<file path="config.mk">
export PLATFORM = sky130hd
export DESIGN_NAME = direct_mapped_cache_hit_profiler
export DESIGN_NICKNAME = d
export VERILOG_FILES = /design/src/hw/rtl/dmchp_pkg.sv /design/src/hw/rtl/dmchp_ram.sv /design/src/hw/rtl/direct_mapped_cache_hit_profiler.sv
export SDC_FILE = /design/constraint.sdc
export NUM_CORES = 1
export LEC_CHECK = 0
export BUFFER_PORTS_ARGS = -buffer_cell sky130_fd_sc_hd__buf_2
export CAP_MARGIN = 30
export CELL_PAD_IN_SITES_DETAIL_PLACEMENT = 0
export CELL_PAD_IN_SITES_GLOBAL_PLACEMENT = 1
export CORE_MARGIN = 2
export CORE_UTILIZATION = 35
export CTS_CLUSTER_SIZE = 24
export DETAILED_ROUTE_END_ITERATION = 12
export PLACE_DENSITY_LB_ADDON = 0.1
export SYNTH_ARGS = -nofsm -noshare
export SYNTH_HDL_FRONTEND = slang
export SYNTH_HIERARCHICAL = 1
export SYNTH_SLANG_ARGS = --single-unit
</file>
<file path="constraint.sdc">
create_clock -name clk -period 14.95 [get_ports clk]
set_input_delay 1.495 -clock clk [delete_from_list [all_inputs] [get_ports clk]]
set_output_delay 1.495 -clock clk [all_outputs]
set_load 0.03 [all_outputs]
</file>
<file path="src/hw/rtl/dmchp_pkg.sv">
package dmchp_pkg;

	localparam int ADDR_W  = 32;
	localparam int CNT_W   = 32;
	localparam int TALLY_W = 48;
	localparam int CFG_W   = 16;
	localparam int DELTA_W = CFG_W + 1;

	typedef logic [ADDR_W-1:0]         addr_t;
	typedef logic [CNT_W-1:0]          cnt_t;
	typedef logic signed [TALLY_W-1:0] tally_t;
	typedef logic [CFG_W-1:0]          cfg_data_t;

	typedef enum logic {
		MODE_FETCH = 1'b0,
		MODE_DATA  = 1'b1
	} mode_t;

	typedef enum logic [1:0] {
		REG_MODE          = 2'd0,
		REG_FETCH_PENALTY = 2'd1,
		REG_LOAD_SAVING   = 2'd2,
		REG_LOAD_LOSS     = 2'd3
	} cfg_reg_t;

	localparam cfg_data_t RST_FETCH_PENALTY = 16'd50;
	localparam cfg_data_t RST_LOAD_SAVING   = 16'd143;
	localparam cfg_data_t RST_LOAD_LOSS     = 16'd393;
	localparam addr_t     RST_PREV_ADDR     = '1;

	localparam cnt_t   CNT_MAX   = '1;
	localparam tally_t TALLY_MAX = {1'b0, {(TALLY_W-1){1'b1}}};
	localparam tally_t TALLY_MIN = {1'b1, {(TALLY_W-1){1'b0}}};

endpackage

</file>
<file path="src/hw/rtl/dmchp_ram.sv">
module dmchp_ram #(
	parameter int WIDTH = 8,
	parameter int DEPTH = 2,
	localparam int AW = (DEPTH > 1) ? $clog2(DEPTH) : 1
) (
	input  logic             clk,
	input  logic             we,
	input  logic [AW-1:0]    waddr,
	input  logic [WIDTH-1:0] wdata,
	input  logic             re,
	input  logic [AW-1:0]    raddr,
	output logic [WIDTH-1:0] rdata
);

	logic [WIDTH-1:0] mem [DEPTH];
	logic [WIDTH-1:0] rdata_q;

	// read returns the old contents when the same entry is written in that cycle
	always_ff @(posedge clk) begin
		if (we) begin
			mem[waddr] <= wdata;
		end
		if (re) begin
			rdata_q <= mem[raddr];
		end
	end

	assign rdata = rdata_q;

endmodule

</file>
<file path="src/hw/rtl/direct_mapped_cache_hit_profiler.sv">
// Direct-mapped cache hit profiler.
// Input channel (in_valid/in_ready): one beat per access, carrying the byte
// address and the load flag. Output channel (out_valid/out_ready): one beat
// per input beat, in order, with the lookup outcome and the running hit and
// miss counts and signed cycle tally after that access.
// Configuration: cfg_we writes cfg_data into register cfg_index (mode, fetch
// miss penalty, load hit saving, load miss loss); write only while idle.
// Pipeline: the tag RAM read registers with the input beat in the compare
// stage, and compare and update fill the output register. Throughput: one
// access per cycle, sustained while the receiver keeps out_ready high, since
// the tag and valid of a line written by the previous access are forwarded.
// After reset the block sweeps the tag RAM to clear every line's valid bit,
// one line a cycle, all 2**INDEX_BITS lines; in_ready stays low meanwhile.
// When the receiver stalls, the result holds in the output register and one
// more access can wait in the compare stage; in_ready then drops.
module direct_mapped_cache_hit_profiler #(
	parameter int INDEX_BITS  = 1,
	parameter int OFFSET_BITS = 4
) (
	input  logic                    clk,
	input  logic                    arst_n,
	input  logic                    cfg_we,
	input  logic [1:0]              cfg_index,
	input  dmchp_pkg::cfg_data_t    cfg_data,
	input  logic                    in_valid,
	output logic                    in_ready,
	input  dmchp_pkg::addr_t        address,
	input  logic                    is_load,
	output logic                    out_valid,
	input  logic                    out_ready,
	output logic                    looked_up,
	output logic                    hit,
	output dmchp_pkg::cnt_t         hit_count,
	output dmchp_pkg::cnt_t         miss_count,
	output dmchp_pkg::tally_t       cycle_tally
);

	localparam int DEPTH  = 1 << INDEX_BITS;
	localparam int IDX_W  = (DEPTH > 1) ? $clog2(DEPTH) : 1;
	localparam int TAG_W  = dmchp_pkg::ADDR_W - OFFSET_BITS - INDEX_BITS;
	localparam int LINE_W = TAG_W + 1;

	// configuration registers
	dmchp_pkg::mode_t     mode_q;
	dmchp_pkg::cfg_data_t fetch_penalty_q;
	dmchp_pkg::cfg_data_t load_saving_q;
	dmchp_pkg::cfg_data_t load_loss_q;

	// profile state
	dmchp_pkg::addr_t  prev_addr_q;
	dmchp_pkg::cnt_t   hits_q;
	dmchp_pkg::cnt_t   misses_q;
	dmchp_pkg::tally_t tally_q;

	// valid-clear sweep
	logic             clr_busy_q;
	logic [IDX_W-1:0] clr_idx_q;

	// last line fill, forwarded past the RAM read
	logic             byp_valid_q;
	logic [IDX_W-1:0] byp_idx_q;
	logic [TAG_W-1:0] byp_tag_q;

	// compare stage
	logic             valid_s1;
	dmchp_pkg::addr_t addr_s1;
	logic             is_load_s1;

	// output register
	logic              valid_s2;
	logic              looked_s2;
	logic              hit_s2;
	dmchp_pkg::cnt_t   hits_s2;
	dmchp_pkg::cnt_t   misses_s2;
	dmchp_pkg::tally_t tally_s2;

	logic              in_accept;
	logic              adv_s1;
	logic [IDX_W-1:0]  rd_idx;
	logic [IDX_W-1:0]  idx_s1;
	logic [TAG_W-1:0]  tag_s1;
	logic [LINE_W-1:0] ram_rdata;
	logic [LINE_W-1:0] line_s1;
	logic              line_hit;
	logic              skip;
	logic              do_lookup;
	logic              lk_hit;
	logic              lk_miss;
	logic signed [dmchp_pkg::DELTA_W-1:0] delta;
	logic signed [dmchp_pkg::TALLY_W:0]   tally_sum;
	dmchp_pkg::tally_t tally_nxt;
	dmchp_pkg::cnt_t   hits_nxt;
	dmchp_pkg::cnt_t   misses_nxt;
	logic              ram_we;
	logic [IDX_W-1:0]  ram_waddr;
	logic [LINE_W-1:0] ram_wdata;

	assign in_accept = in_valid && in_ready;
	assign adv_s1    = valid_s1 && (!valid_s2 || out_ready);
	assign in_ready  = !clr_busy_q && (!valid_s1 || adv_s1);

	assign rd_idx = IDX_W'((address >> OFFSET_BITS) & 32'(DEPTH - 1));
	assign idx_s1 = IDX_W'((addr_s1 >> OFFSET_BITS) & 32'(DEPTH - 1));
	assign tag_s1 = TAG_W'(addr_s1 >> (OFFSET_BITS + INDEX_BITS));

	dmchp_ram #(
		.WIDTH (LINE_W),
		.DEPTH (DEPTH)
	) u_tag_ram (
		.clk   (clk),
		.we    (ram_we),
		.waddr (ram_waddr),
		.wdata (ram_wdata),
		.re    (in_accept),
		.raddr (rd_idx),
		.rdata (ram_rdata)
	);

	always_comb begin
		// the RAM read misses a fill made at the same edge: take it from the bypass
		if (byp_valid_q && (byp_idx_q == idx_s1)) begin
			line_s1 = {1'b1, byp_tag_q};
		end else begin
			line_s1 = ram_rdata;
		end
		line_hit  = line_s1[LINE_W-1] && (line_s1[TAG_W-1:0] == tag_s1);
		skip      = (addr_s1 == prev_addr_q);
		do_lookup = (mode_q == dmchp_pkg::MODE_FETCH) || (!skip && is_load_s1);
		lk_hit    = do_lookup && line_hit;
		lk_miss   = do_lookup && !line_hit;

		delta = '0;
		if (mode_q == dmchp_pkg::MODE_FETCH) begin
			if (lk_miss) begin
				delta = $signed({1'b0, fetch_penalty_q});
			end
		end else begin
			if (lk_hit) begin
				delta = $signed({1'b0, load_saving_q});
			end else if (lk_miss) begin
				delta = -$signed({1'b0, load_loss_q});
			end
		end

		tally_sum = {tally_q[dmchp_pkg::TALLY_W-1], tally_q}
			+ {{(dmchp_pkg::TALLY_W + 1 - dmchp_pkg::DELTA_W){delta[dmchp_pkg::DELTA_W-1]}},
			   delta};
		if (tally_sum[dmchp_pkg::TALLY_W] != tally_sum[dmchp_pkg::TALLY_W-1]) begin
			tally_nxt = tally_sum[dmchp_pkg::TALLY_W] ? dmchp_pkg::TALLY_MIN
				: dmchp_pkg::TALLY_MAX;
		end else begin
			tally_nxt = tally_sum[dmchp_pkg::TALLY_W-1:0];
		end

		hits_nxt   = (lk_hit && (hits_q != dmchp_pkg::CNT_MAX)) ? hits_q + 1'b1 : hits_q;
		misses_nxt = (lk_miss && (misses_q != dmchp_pkg::CNT_MAX)) ? misses_q + 1'b1
			: misses_q;
	end

	always_comb begin
		if (clr_busy_q) begin
			ram_we    = 1'b1;
			ram_waddr = clr_idx_q;
			ram_wdata = '0;
		end else begin
			ram_we    = adv_s1 && lk_miss;
			ram_waddr = idx_s1;
			ram_wdata = {1'b1, tag_s1};
		end
	end

	always_ff @(posedge clk or negedge arst_n) begin
		if (!arst_n) begin
			mode_q          <= dmchp_pkg::MODE_FETCH;
			fetch_penalty_q <= dmchp_pkg::RST_FETCH_PENALTY;
			load_saving_q   <= dmchp_pkg::RST_LOAD_SAVING;
			load_loss_q     <= dmchp_pkg::RST_LOAD_LOSS;
		end else if (cfg_we) begin
			unique case (dmchp_pkg::cfg_reg_t'(cfg_index))
				dmchp_pkg::REG_MODE:          mode_q <= dmchp_pkg::mode_t'(cfg_data[0]);
				dmchp_pkg::REG_FETCH_PENALTY: fetch_penalty_q <= cfg_data;
				dmchp_pkg::REG_LOAD_SAVING:   load_saving_q <= cfg_data;
				dmchp_pkg::REG_LOAD_LOSS:     load_loss_q <= cfg_data;
				default:                      ;
			endcase
		end
	end

	always_ff @(posedge clk or negedge arst_n) begin
		if (!arst_n) begin
			clr_busy_q <= 1'b1;
			clr_idx_q  <= '0;
		end else if (clr_busy_q) begin
			if (clr_idx_q == IDX_W'(DEPTH - 1)) begin
				clr_busy_q <= 1'b0;
			end else begin
				clr_idx_q <= clr_idx_q + 1'b1;
			end
		end
	end

	always_ff @(posedge clk or negedge arst_n) begin
		if (!arst_n) begin
			valid_s1    <= 1'b0;
			valid_s2    <= 1'b0;
			byp_valid_q <= 1'b0;
			prev_addr_q <= dmchp_pkg::RST_PREV_ADDR;
			hits_q      <= '0;
			misses_q    <= '0;
			tally_q     <= '0;
		end else begin
			if (in_accept) begin
				valid_s1 <= 1'b1;
			end else if (adv_s1) begin
				valid_s1 <= 1'b0;
			end

			if (adv_s1) begin
				valid_s2 <= 1'b1;
			end else if (out_ready) begin
				valid_s2 <= 1'b0;
			end

			if (adv_s1) begin
				hits_q   <= hits_nxt;
				misses_q <= misses_nxt;
				tally_q  <= tally_nxt;
				if ((mode_q == dmchp_pkg::MODE_DATA) && !skip) begin
					prev_addr_q <= addr_s1;
				end
				if (lk_miss) begin
					byp_valid_q <= 1'b1;
				end
			end
		end
	end

	// payload registers
	always_ff @(posedge clk) begin
		if (in_accept) begin
			addr_s1    <= address;
			is_load_s1 <= is_load;
		end
		if (adv_s1) begin
			looked_s2 <= do_lookup;
			hit_s2    <= lk_hit;
			hits_s2   <= hits_nxt;
			misses_s2 <= misses_nxt;
			tally_s2  <= tally_nxt;
			if (lk_miss) begin
				byp_idx_q <= idx_s1;
				byp_tag_q <= tag_s1;
			end
		end
	end

	assign out_valid   = valid_s2;
	assign looked_up   = looked_s2;
	assign hit         = hit_s2;
	assign hit_count   = hits_s2;
	assign miss_count  = misses_s2;
	assign cycle_tally = tally_s2;

endmodule

</file>
# After elaboration in Yosys (flattened, before gate mapping)
# Memory sizes are Yosys's and may differ from the RTL's. A register that Yosys moved wholly into a read port is not among the register bits.
# Index checks and enable logic that the tools add are counted.
# word_totals
reg_bits	373
mem_bits_rw	56
in_bits	56
out_inout_bits	116
word_cells	88
memories	1
# op_classes
addsub	5
n_eq_ne	9
muxes	21
n_bitwise	1
reduce_logical	29
# mem_list
memory	words	width	read_ports	rd_clocked_by_memory_dff	write_ports	line	source
u_tag_ram.mem	2	28	1	1	1	dmchp_ram.sv:15	logic [WIDTH-1:0] mem [DEPTH];
# op_table
operator	n
two-way mux 48 bit	2
adder 32 x 1 -> 32 bit (second input constant)	2
two-way mux 32 bit	2
inequality test 32 bit (second input constant)	2
two-way mux 28 bit	2
two-way mux 17 bit	3
adder 48 x 17 -> 49 bit	1
equality test 32 bit	1
equality test 27 bit	1
negator 16 -> 17 bit	1
two-way mux 16 bit	1
logical AND 1 bit	12
AND reduction 2 bit	6
two-way mux 1 bit	11
zero test 1 bit	5
equality test 2 bit (second input constant)	2
nonzero test 2 bit	2
logical OR 1 bit	3
equality test 2 x 1 -> 1 bit (second input constant)	1
zero test 2 bit	1
adder 1 bit (second input constant)	1
equality test 1 bit	1
inequality test 1 bit	1
NOT 1 bit	1

# Logic depth before layout (Yosys ltp)
# Gate-level depths: netlist of run 1.
# depth
depth_word	13
mapped_depth	28
mapped_depth_nobuf	22

# Modules after synthesis
# The synthesis of run 1 kept the hierarchy.
# modules_own_cells
mod	instances	cells_each	area_per_inst_um2	seq_area_each_um2
direct_mapped_cache_hit_profiler	1	1812	19500.0	10266.1
dmchp_ram	1	117	2976.6	2522.4

# Worst setup path after synthesis of run 1
# No wires, ideal clock.
# synth_path
kind	register -> register
startpoint	reg addr_s1[4]
endpoint	reg tally_q[42]
setup_time_ns	0.082
arrival_ns	6.919
t_required_ns	14.868
path_slack_ns	7.949
path_stages_with_launch	24
path_buffers	6
period_less_slack_ns	7.001
cell_sequence	edfxtp_1 xnor2_2 buf_2 nand2_1 mux2i_1 xor2_1 nand4_1 or4_1 buf_2 buf_2 nor3b_1 ha_1 clkbuf_1 a21o_1 a21o_1 a221oi_1 o21ai_0 or2_2 a311oi_1 buf_2 nand2_1 clkbuf_1 a21oi_1 mux2_2
# synth_between
elab_chain_cells	13
word_cells_on_any_way	20
classes_between	1 x add/sub; 4 x eq/ne; 7 x mux; 8 x reduce/logical
# synth_lines
element	line	source
from (decl)	direct_mapped_cache_hit_profiler.sv:66	dmchp_pkg::addr_t addr_s1;
from (signal assigned)	direct_mapped_cache_hit_profiler.sv:241	addr_s1 <= address;
equality test 1 bit	direct_mapped_cache_hit_profiler.sv:121	if (byp_valid_q && (byp_idx_q == idx_s1)) begin
logical AND 1 bit	direct_mapped_cache_hit_profiler.sv:121	
two-way mux 28 bit	direct_mapped_cache_hit_profiler.sv:121	
equality test 27 bit	direct_mapped_cache_hit_profiler.sv:126	line_hit = line_s1[LINE_W-1] && (line_s1[TAG_W-1:0] == tag_s1);
logical AND 1 bit	direct_mapped_cache_hit_profiler.sv:126	
zero test 1 bit	direct_mapped_cache_hit_profiler.sv:130	lk_miss = do_lookup && !line_hit;
logical AND 1 bit	direct_mapped_cache_hit_profiler.sv:130	
two-way mux 17 bit	direct_mapped_cache_hit_profiler.sv:140	end else if (lk_miss) begin
two-way mux 17 bit	direct_mapped_cache_hit_profiler.sv:138	if (lk_hit) begin
two-way mux 17 bit *	direct_mapped_cache_hit_profiler.sv:133	if (mode_q == dmchp_pkg::MODE_FETCH) begin
adder 48 x 17 -> 49 bit *	direct_mapped_cache_hit_profiler.sv:146	+ {{(dmchp_pkg::TALLY_W + 1 - dmchp_pkg::DELTA_W){delta[dmchp_pkg::DELTA_W-1]}},
two-way mux 48 bit or inequality test 1 bit (tied branches)	direct_mapped_cache_hit_profiler.sv:149, direct_mapped_cache_hit_profiler.sv:148	
two-way mux 48 bit *	direct_mapped_cache_hit_profiler.sv:148	if (tally_sum[dmchp_pkg::TALLY_W] != tally_sum[dmchp_pkg::TALLY_W-1]) begin
via tally_nxt[42]	direct_mapped_cache_hit_profiler.sv:91	dmchp_pkg::tally_t tally_nxt;
to (signal assigned)	direct_mapped_cache_hit_profiler.sv:227	tally_q <= tally_nxt;
to (decl)	direct_mapped_cache_hit_profiler.sv:53	dmchp_pkg::tally_t tally_q;
# The timed path passes the listed nets; every way through them passes the cells marked *.
# A chain may end at the register's enable or synchronous reset.

# Worst setup path in the final report of run 1
# layout_path
startpoint	reg addr_s1[4]
endpoint	reg tally_q[18]
# The elaborated chain is that of the path after synthesis.

==> results of run 1 <==
## worst paths after layout
kind | startpoint | end | depth (start not counted)
max in group asynchronous | arst_n | load_saving_q[15]$_DFFE_PN0P_ | 2
max reg2reg | addr_s1[4]$_DFFE_PP_ | tally_q[18]$_DFFE_PN0P_ | 22
min reg2reg | clr_idx_q$_DFFE_PN0P_ | clr_busy_q$_DFF_PN1_ | 1
min | clr_idx_q$_DFFE_PN0P_ | clr_busy_q$_DFF_PN1_ | 1
max | addr_s1[4]$_DFFE_PP_ | tally_q[18]$_DFFE_PN0P_ | 22
min in group asynchronous | arst_n | hits_q[2]$_DFFE_PN0P_ | 1
## stage by stage
stage / setup slack (ns) / cells
6_report: 7.496 / 2976
5_1_grt: 6.881 / 2976
4_1_cts: 7.372 / 2976
3_5_place_dp: 7.429 / 2876
3_3_place_gp: 7.083 / 2870
2_1_floorplan: 7.949 / 1929
## synthesized netlist by cell type, drive strengths merged (4+ instances only)
| library cell | number | share of area |
|---|---|---|
| a211oi | 9 | 0.0030 |
| a21boi | 14 | 0.0047 |
| a21o | 28 | 0.0094 |
| a21oi | 90 | 0.021 |
| a22o | 15 | 0.0058 |
| a22oi | 4 | 0.0013 |
| a31o | 6 | 0.0023 |
| a31oi | 10 | 0.0028 |
| and2 | 15 | 0.0042 |
| and3 | 39 | 0.011 |
| and4 | 4 | 0.0016 |
| buf | 25 | 0.0078 |
| clkbuf | 67 | 0.011 |
| dfrtp | 153 | 0.17 |
| dfstp | 45 | 0.053 |
| edfxtp | 259 | 0.35 |
| ha | 51 | 0.028 |
| inv | 50 | 0.0084 |
| mux2 | 120 | 0.063 |
| mux2i | 6 | 0.0027 |
| nand2 | 177 | 0.030 |
| nand2b | 7 | 0.0019 |
| nand3 | 51 | 0.011 |
| nand3b | 4 | 0.0013 |
| nand4 | 56 | 0.017 |
| nor2 | 143 | 0.024 |
| nor2b | 24 | 0.0067 |
| nor3 | 33 | 0.0078 |
| nor3b | 6 | 0.0020 |
| nor4 | 6 | 0.0017 |
| o211ai | 5 | 0.0017 |
| o21a | 6 | 0.0020 |
| o21ai | 104 | 0.023 |
| o21bai | 7 | 0.0023 |
| o22ai | 16 | 0.0045 |
| or2 | 6 | 0.0017 |
| or3 | 23 | 0.0064 |
| xnor2 | 139 | 0.055 |
| xor2 | 77 | 0.030 |
## placed cells by master, fill, tap and decap left out, types with 48 or more instances in the layout
cell	instances
o21ai_0	100
xnor2_1	136
nand3_1	51
clkbuf_16	53
nand4_1	54
buf_2	170
edfxtp_1	259
xor2_1	77
nand2_1	174
inv_1	48
dfrtp_1	153
mux2_2	99
nor2_1	141
ha_1	51
a21oi_1	89
## registers in the layout, indices dropped and copies added (netlist names), 16 cells and up
signal and cells:
miss_count 32, load_loss_q 16, byp_tag_q 27, u_tag_ram/mem 56, addr_s1 32, cycle_tally 48
misses_q 32, load_saving_q 16, fetch_penalty_q 16, hit_count 32, prev_addr_q 32, tally_q 48
hits_q 32, u_tag_ram/rdata 28
## area by class of cell
cell class	count	area (µm²)
well taps	846	1059
clock inverters	15	193.9
clock buffers	85	1526
inverters	50	192.7
multi-input cells	1330	9091
fillers	6150	37330
flip-flops and latches	457	12790
repair buffers	193	1130
## where the power goes
group	internal, mW	total, mW	leakage, nW	switching, mW
clock network	0.753	1.29	0.841	0.532
registers	1.68	1.84	4.92	0.156
logic	0.532	1.47	4.94	0.941
total	2.97	4.59	10.7	1.63
## metal layers
layer | GRT usage | vias to the layer above | part of all wire
met4 | 0.03854 | 2 | 0.018
met1 | 0.2456 | 7439 | 0.49
met3 | 0.02906 | 77 | 0.041
met5 | 0 | - | 0.00023
li1 | - | 7274 | -
met2 | 0.2731 | 263 | 0.46
## cells by family after synthesis
group                    Yosys count
AO/OA/AOI/OAI                    334
XOR/XNOR                         216
adder cells (fa/ha/maj)           53
buffers and inverters            142
flip-flops                       457
multiplexers                     126
AND/OR/NAND/NOR                  601
==> results.yml, run 1 <==
yosys:
  synthXorXnorAreaFrac: 0.08517
  synth_simple_gate_area_frac: 0.1310
  synth_cell_types: 75
  synth_top_family_by_area: "simple AND/OR/NAND/NOR gates"
  synth_area_um2: 22480
  syn_area_per_cell_um2: 11.65
  async_flop_share: 0.4333
  synth_fa_ha_area_frac: 0.02973
  yosysWarnings: 6
  yosysSeqAreaShare: 0.5690
  synth-seq-cells: 457
  synth_edf_count: 259
  ys.flop_type: "edfxtp_1"
  syn_nets: 2037
  synth_compound_area_frac: 0.09157
  synth.area.mux_share: 0.06613
  synthCells: 1929
timing:
  slew_headroom: 0.3408
  rsz0062_at_grt: "no"
  period_share: 0.4986
  holdWs_ns: 0.4076
  slew_viol_final: 0
  hold_viol: 0
  max_freq_mhz: 134.2
  period_minus_slack_ns: 7.454
  fin_worst_skew_ns: 0.02479
  setup_violations: 0
  finalSetupTns_ns: 0
  tightest_slew_ns: 0.9638
setup_path:
  worst_setup_path_start_kind: "flop"
  critPathTopFamily: "simple AND/OR/NAND/NOR gates"
  cp_num_buf_inv: 3
  cp_max_fo: 27
  cp_slowest_cell: "xor2_1"
  cp_cell_sequence: "xor2_1 -> o21ai_0 -> and3_1 -> nor4b_1 -> nand4_1 -> or4_1 -> buf_4 -> nor2_2 -> a22o_1 -> ha_1 -> a21o_1 -> a21o_1 -> a211oi_1 -> a31oi_1 -> o2111a_1 -> nor4_1 -> a311oi_1 -> buf_4 -> nor2_2 -> buf_4 -> o21ai_0 -> mux2_2"
  arrival_ns: 7.94
  max_stage_delay_ns: 0.67
  reg2reg_slack_ns: 7.50
  path_class: "flop to flop"
  worst_setup_path_end_kind: "flop"
  path_common_cell: "buf_4"
  worstPathRequired_ns: 15.43
clock_tree:
  cts-root-buf: "clkbuf_16"
  clkTransAtPathRegs_ns: 0.06
  postCtsSetupBuffers: 0
  cts_made_buffers: 53
  clk_latency_ns: 0.62
  post_cts_resized: 0
  cts_max_level: 2
  clock-sinks: 457
  hold_buffers: 0
  ctsLongestPathBuffers: 3
  cts_tree: "yes"
die:
  die_w_um: 257.4
  placementRows: 92
  fp.dieArea_um2: 66260
  fp.dieH_um: 257.4
  core_um2: 63310
  initial_core_util: 0.3550
  pin_count: 172
final_layout:
  antennaDiodeCount: 0
  design_area_um2: 25980
  syn2layout_area_growth_pct: 15.59
  fin_util: 0.4104
  nets: 2193
  drive_above_1_share: 0.2183
routing:
  via_per_inst: 5.059
  drt_iter0_markers: 706
  drcViolationCount: 0
  drt_pass1_iterations: 5
  drt_wl_total_mm: 57.37
  drtAntennaViolNets: 0
  vias: 15060
  routedWlPerCell_um: 19.28
power_and_ir_drop:
  power_mw: 4.595
  ir_drop_mv: 0.09108
  powerDensity_nw_per_um2: 176.9
  leakage_nw: 10.70
place:
  gp_congestion: 0.8438
  placed_area_um2: 24260
  port_buffers: 171
  place_hpwl_mm: 39.54
global_routing:
  first_global_vias: 15250
  grt_usage: 0.1718
  grt_pass1_wl_mm: 89.63
  antenna_found_initial: 3
  grt_max_degree: 79
  grt_overflow: 0
status:
  outcome: "finished clean"
worst_hold_path:
  hold_class: "flop to flop"
job:
  maxCapViolations: 0
(Power assumes the default switching activity.)
==> run 2: changes to the inputs <==
- clock period: 14.95 -> 6.74 ns (I/O delays scaled with it)
==> run 2 against run 1 <==
Critical path depth grew 1. Cell area grew 0.88%. Clock skew grew 0.0048 ns. Cell count grew 0.77%. Global-route usage grew 0.087 points. Non-clock buffer count grew 23. Register-to-register slack lost 7.1 ns.
==> results.yml, run 2 (synthesis gave the netlist of run 1 again) <==
routing:
  routedWlPerCell_um: 19.07
  via_per_inst: 5.035
  drt_iter0_markers: 878
  drtAntennaViolNets: 0
  vias: 15100
  drt_wl_total_mm: 57.21
  drcViolationCount: 0
  drt_pass1_iterations: 5
setup_path:
  reg2reg_to: "tally_q[39]$_DFFE_PN0P_"
  reg2reg_slack_ns: 0.44
  cp_max_fo: 20
  arrival_ns: 6.83
  path_class: "flop to flop"
  ff2ff_path_depth: 23
  worstPathRequired_ns: 7.27
  worst_setup_path_end_kind: "flop"
  worst_setup_path_start_kind: "flop"
  crit-reg2reg-launch: "addr_s1[4]$_DFFE_PP_"
final_layout:
  drive_above_1_share: 0.2308
  nets: 2216
  fillCellCount: 6117
  design_area_um2: 26210
  finalNonFillerCells: 2999
  mostFrequentLayoutCells: "259 x edfxtp_1, 173 x nand2_1, 170 x buf_2, 153 x dfrtp_1, 141 x nor2_1"
  top_register: "u_tag_ram/mem"
  antennaDiodeCount: 0
  regArea_um2: 12790
  syn2layout_area_growth_pct: 16.61
  largest_register_ffs: 56
  multiInputGateArea_um2: 9116
  fin_util: 0.4140
  final_common_cell: "edfxtp_1"
power_and_ir_drop:
  power_mw: 10.33
  ir_drop_mv: 0.2088
  powerDensity_nw_per_um2: 394.1
  leakage_nw: 10.84
timing:
  fin_worst_skew_ns: 0.02960
  period_share: 0.9340
  slew_headroom: 0.3788
  fin_ws_ns: 0.4447
  finalSetupTns_ns: 0
  hold_viol: 0
  rsz0062_at_grt: "no"
  period_minus_slack_ns: 6.295
  max_freq_mhz: 158.9
  tightest_slew_ns: 0.9290
  holdWs_ns: 0.09142
  slew_viol_final: 0
  setup_violations: 0
clock_tree:
  hold_buffers: 0
  cts_made_buffers: 53
  cts-root-buf: "clkbuf_16"
  clk_latency_ns: 0.63
  clock-sinks: 457
  cts_max_level: 2
  ctsLongestPathBuffers: 3
  clkTransAtPathRegs_ns: 0.06
  cts_tree: "yes"
die:
  fp.dieH_um: 257.4
  placementRows: 92
  pin_count: 172
  initial_core_util: 0.3550
  die_w_um: 257.4
  fp.dieArea_um2: 66260
  core_um2: 63310
place:
  place_hpwl_mm: 39.57
  place_ws_ns: -0.09290
  port_buffers: 171
  gp_congestion: 0.8750
  placed_cells: 2896
  placed_area_um2: 24350
global_routing:
  grt_overflow: 0
  antenna_found_initial: 1
  grt_usage: 0.1727
  grt_max_degree: 124
  grt_pass1_wl_mm: 90.22
  first_global_vias: 15200
status:
  outcome: "finished clean"
worst_hold_path:
  hold_class: "input pin to asynchronous set/reset pin"
job:
  maxCapViolations: 0
-- run 2: area by class of cell --
type                    instances  share of cell area
multi-input cells            1330              0.3478
inverters                      50            0.007352
repair buffers                216             0.04869
clock buffers                  73             0.05695
clock inverters                27             0.01088
well taps                     846             0.04039
flip-flops and latches        457              0.4879
-- run 2: metal layers --
metal	global-route usage	part of all wire
met1	0.2440	0.48
met2	0.2756	0.45
met3	0.02778	0.043
met4	0.04592	0.020
met5	0	0.00019
-- run 2: timing repair --
item                                    4_1_cts  5_1_grt
endpoints found under the setup margin       39       92
resized for setup                             1        5
setup buffers                                 0        1
-- run 2: worst max-delay path by stage --
| stage | start | end | slack [ns] |
|---|---|---|---|
| 6_report | addr_s1[4]$_DFFE_PP_ | tally_q[39]$_DFFE_PN0P_ | 0.44 |
| 5_1_grt | addr_s1[4]$_DFFE_PP_ | tally_q[39]$_DFFE_PN0P_ | 0.01 |
| 4_1_cts | addr_s1[4]$_DFFE_PP_ | tally_q[39]$_DFFE_PN0P_ | 0.03 |
| 3_5_place_dp | addr_s1[4]$_DFFE_PP_ | tally_q[45]$_DFFE_PN0P_ | -0.09 |
| 3_3_place_gp | addr_s1[4]$_DFFE_PP_ | tally_q[45]$_DFFE_PN0P_ | 0.10 |
| 2_1_floorplan | addr_s1[4]$_DFFE_PP_ | tally_q[42]$_DFFE_PN0P_ | 0.75 |
-- run 2: report_power, final --
| group | switching [mW] | internal [mW] | leakage [nW] |
|---|---|---|---|
| registers | 0.344 | 3.73 | 4.92 |
| logic | 2.11 | 1.23 | 5.05 |
| clock network | 1.21 | 1.71 | 0.873 |
-- run 2: worst max-delay path, cell delays in order (launching register included) --
cell and delay (ns):
edfxtp_1 0.48, buf_4 0.19, xor2_1 0.15, buf_4 0.18
o21ai_0 0.25, a21oi_1 0.11, nor4b_1 0.33, nand4_1 0.15
or4_4 0.63, buf_4 0.22, a22o_1 0.22, ha_1 0.37
a21o_1 0.23, a21o_1 0.18, a211oi_1 0.29, a31oi_1 0.22
o2111a_1 0.34, or2_2 0.31, a311oi_1 0.34, buf_4 0.21
and2_1 0.22, buf_6 0.23, nor2_1 0.13, a21oi_1 0.18
